`src/csgl_pkg.sv`:
```
// ----------------------------------------------------------------------------
// csgl_pkg: shared types and constants for the segment glyph lookup
// Holds the sequencer state type, the shared adder operations, the request
// and status codes, and the fixed field widths of the block.
// ----------------------------------------------------------------------------
`default_nettype none

package csgl_pkg;

	localparam int MEM_WORDS_DEF = 8192;

	// Field widths fixed by the interface.
	localparam int SEG_W   = 11;
	localparam int WADDR_W = 13;
	localparam int WORD_W  = 16;
	localparam int CODE_W  = 21;
	localparam int STAT_W  = 2;

	// Shared adder width: wide enough for a character code and for every
	// table address the lookup can form (below 2^17).
	localparam int ALU_W = 22;

	localparam logic [WORD_W-1:0] LAST_CODE = 16'hFFFF;

	localparam logic FUNC_WRITE  = 1'b0;
	localparam logic FUNC_LOOKUP = 1'b1;

	localparam logic [STAT_W-1:0] ST_MAPPED = 2'd0;
	localparam logic [STAT_W-1:0] ST_NO_SEG = 2'd1;
	localparam logic [STAT_W-1:0] ST_BELOW  = 2'd2;
	localparam logic [STAT_W-1:0] ST_OOB    = 2'd3;

	typedef enum logic [1:0] {
		ALU_ADD,
		ALU_INC,
		ALU_SUB
	} alu_op_t;

	typedef enum logic [3:0] {
		S_IDLE,
		S_SCAN,
		S_START,
		S_RD_START,
		S_RD_DELTA,
		S_RD_RANGE,
		S_CHECK,
		S_DIRECT,
		S_GA_OFS,
		S_GA_IDX,
		S_RD_GLYPH,
		S_GLYPH,
		S_DONE
	} state_t;

endpackage

`default_nettype wire

```
`src/csgl_alu.sv`:
```
// ----------------------------------------------------------------------------
// csgl_alu: shared adder of the lookup sequencer
// Adds, adds with increment, or subtracts; the carry out of a subtraction
// is set when a is not below b.
// ----------------------------------------------------------------------------
`default_nettype none

module csgl_alu (
	input  wire [csgl_pkg::ALU_W-1:0] a,
	input  wire [csgl_pkg::ALU_W-1:0] b,
	input  csgl_pkg::alu_op_t         op,
	output logic [csgl_pkg::ALU_W-1:0] y,
	output logic                       cout
);

	import csgl_pkg::*;

	logic [ALU_W-1:0] b_x;
	logic             cin;
	logic [ALU_W:0]   sum;

	always_comb begin
		case (op)
			ALU_ADD: begin
				b_x = b;
				cin = 1'b0;
			end
			ALU_INC: begin
				b_x = b;
				cin = 1'b1;
			end
			ALU_SUB: begin
				b_x = ~b;
				cin = 1'b1;
			end
			default: begin
				b_x = b;
				cin = 1'b0;
			end
		endcase
	end

	assign sum  = {1'b0, a} + {1'b0, b_x} + (ALU_W + 1)'(cin);
	assign y    = sum[ALU_W-1:0];
	assign cout = sum[ALU_W];

endmodule

`default_nettype wire

```
`config.mk`:
```
export PLATFORM = sky130hd
export DESIGN_NAME = csgl_alu
export DESIGN_NICKNAME = d
export VERILOG_FILES = /design/src/csgl_pkg.sv /design/src/csgl_alu.sv
export SDC_FILE = /design/constraint.sdc
export NUM_CORES = 1
export LEC_CHECK = 0
export BUFFER_PORTS_ARGS = -buffer_cell sky130_fd_sc_hd__clkbuf_2
export CAP_MARGIN = 30
export CORE_MARGIN = 2
export CORE_UTILIZATION = 55
export DETAILED_ROUTE_END_ITERATION = 7
export PLACE_DENSITY = 0.95
export REMOVE_ABC_BUFFERS = 1
export SYNTH_ARGS = -nofsm -noshare
export SYNTH_HDL_FRONTEND = slang
export SYNTH_SLANG_ARGS = --single-unit
```
`constraint.sdc`:
```
create_clock -name vclk -period 8.99
set_clock_uncertainty 0.05 [all_clocks]
set_input_delay 0.4495 -clock vclk [all_inputs]
set_output_delay 0.4495 -clock vclk [all_outputs]
set_load 0.05 [all_outputs]
```
==> metrics.csv <==
metric;value;unit
share of layout cells above drive strength 1;31.2;%
post-CTS setup buffers;0;
VDD IR-drop max;141;uV
core area;0.00271;mm^2
mapped cell area;0.00155;mm^2
seq_cells;0;
Hold Buf Count CTS;0;
Synth top area share;17.7;%
Worst Path Max Fanout;12;
Fin. Hold Viols;0;
Worst path max stage delay;0.58;ns
vias in the first global route;1692;
drt wl/cell;13.4;um
Worst Setup End Kind;output port;
Die H;57.1;um
DRT Wirelength;3980;um
area leader, netlist;ha_1;
CP Cell Sequence;clkbuf_2 > inv_1 > ha_1 > buf_8 > xor2_1 > fa_1 > inv_1 > fa_1 > nand2b_1 > a21oi_1 > o211ai_1 > a21oi_1 > o2111ai_1 > a31oi_1 > clkbuf_2;
kind of critical path;input pin to output port;
Synth cell types;49;
crit start category;input pin;
sequential area share after synthesis;0;%
DP Cell Count;297;
setup TNS;0;ns
CP Buf/Inv Count;5;
Slew Limit Headroom;55.1;%
Synth Instances;206;
fin worst setup slack;4.53;ns
clk_buf instances;0;
Synth Warn #;0;
DR WL met2;2000;um
Final Non-Filler Cells;297;
worst hold-check path type;input pin to output port;
power per cell area;165;mW/mm^2
GRT Resource Usage Total;24.4;%
Slew @ Worst Pin;0.673;ns
Top Metal Used;met4;
Synth area leaders;ha_1 18%, xor2_1 16%, a21oi_1 7.1%;
Max Slew Vio Count;0;
RSZ-0062 raised after global routing;no;
antenna cells;0;
DRT antenna net count;0;
CP top delay family;adder cells;
final core occ;68.6;%
initial antenna violation count;0;
die footprint;0.00326;mm^2
CP required;8.49;ns
Final Critical Period;4.46;ns
Total Power;0.307;mW
# DRC;0;
Final setup violation count;0;
first-pass GRT wire length;6770;um
Placer Congestion;0.886;
fillcell total;257;
worst slack, placed;4.59;ns
routed vias/inst;5.92;
Final nets;338;
crit path DAT;3.96;ns
standard-cell rows;19;
initial core utilization;57.2;%
Die X;57.1;um
post-CTS sizing;0;
vias post-DR;1758;
period utilization;49.6;%
router iterations before antenna repair;4;
crit path max-delay cell type;ha_1;
fmax;224;MHz
M1 WL;1620;um
Area growth, synth to finish;19.8;%
P_leak;1.01;nW
detailed placement HPWL;3450;um
largest net degree at the start of global routing;13;
register area;0;um^2
total grt overflow;0;
I/O Buffers;69;
syn_area_per_cell;7.53;um^2
outcome;finished, final reports clean;
IO Pins;69;
WL met3;239;um
max cap viols;0;
Starting DRT DRC Count;43;
-- routing by layer --
layer	track usage (%)	vias to the layer above
met4	6.98	0
li1	-	876
met5	0	-
met3	2.04	18
met1	27.8	782
met2	47.8	82
-- cells in the mapped netlist, types with 2 or more instances --
cell type  instances
a21o_1             8
a21oi_1           22
inv_1             12
o21a_1             3
nand3_1            5
and3_1             5
or2_2              3
a31oi_1            3
ha_1              22
nor3_1             6
fa_1               2
buf_6              4
o2111ai_1          3
a21o_2             2
o21bai_1           3
a211o_1            2
nand2b_1           4
nand4_1            5
xor2_1            29
xnor2_1            7
nand2_1           14
clkbuf_1           3
nor2b_1            2
o211ai_1           4
o21ai_0            4
nor2_1             5
clkbuf_8           2
-- report_power, final --
part	switching, mW	internal [mW]
Sequential	0	0
Combinational	0.217	0.0905
Clock	0	0
Total	0.217	0.0905
-- per-stage QoR --
step	hold slack (ns)	instance area (um^2)
floorplan	1.25	1460
finish	1.37	1860
detailed placement	1.38	1860
global route	1.39	1860
global placement	1.37	1840
CTS	1.38	1860
-- placed cells by master (no fill, tap or decap), types with 2 or more instances in the layout --
cell type	count
fa_1	2
xnor2_1	7
nor3_1	6
nand2_1	14
and3_1	5
o2111ai_1	3
nand4_1	5
xor2_1	29
a21o_2	2
o21a_1	3
ha_1	22
nand2b_1	4
a21oi_1	22
o211ai_1	4
a31oi_1	3
nor2_1	5
nor2b_1	2
a211o_1	2
inv_1	12
o21bai_1	3
o21ai_0	4
a21o_1	8
nand3_1	5
clkbuf_2	69
or2_2	3
-- final cells by class --
type	count	area [um^2]	area share (%)
multi-input combinational	184	1420	76.1
inverter	12	45.0	2.42
tap	31	38.8	2.09
timing repair buffer	70	360	19.4
-- path summary, 6_finish.rpt --
| kind | end | slack (ns) | start | depth (start not counted) |
|---|---|---|---|---|
| hold / removal | y[0] | 1.37 | a[0] | 3 |
| setup / recovery | y[18] | 4.53 | op[0] | 15 |
-- cell families (layout without fill, tap and decap cells) --
kind of cell / after synthesis / count (layout) / synth area share [%]
compound gates: 64 / 64 / 28.7
simple gates: 59 / 59 / 21.2
xor+xnor: 36 / 36 / 20.3
fa+ha+maj: 24 / 24 / 20.3
buf+inv: 22 / 82 / 8.79
mux: 1 / 1 / 0.645
Power figures use the tool's default switching activity.
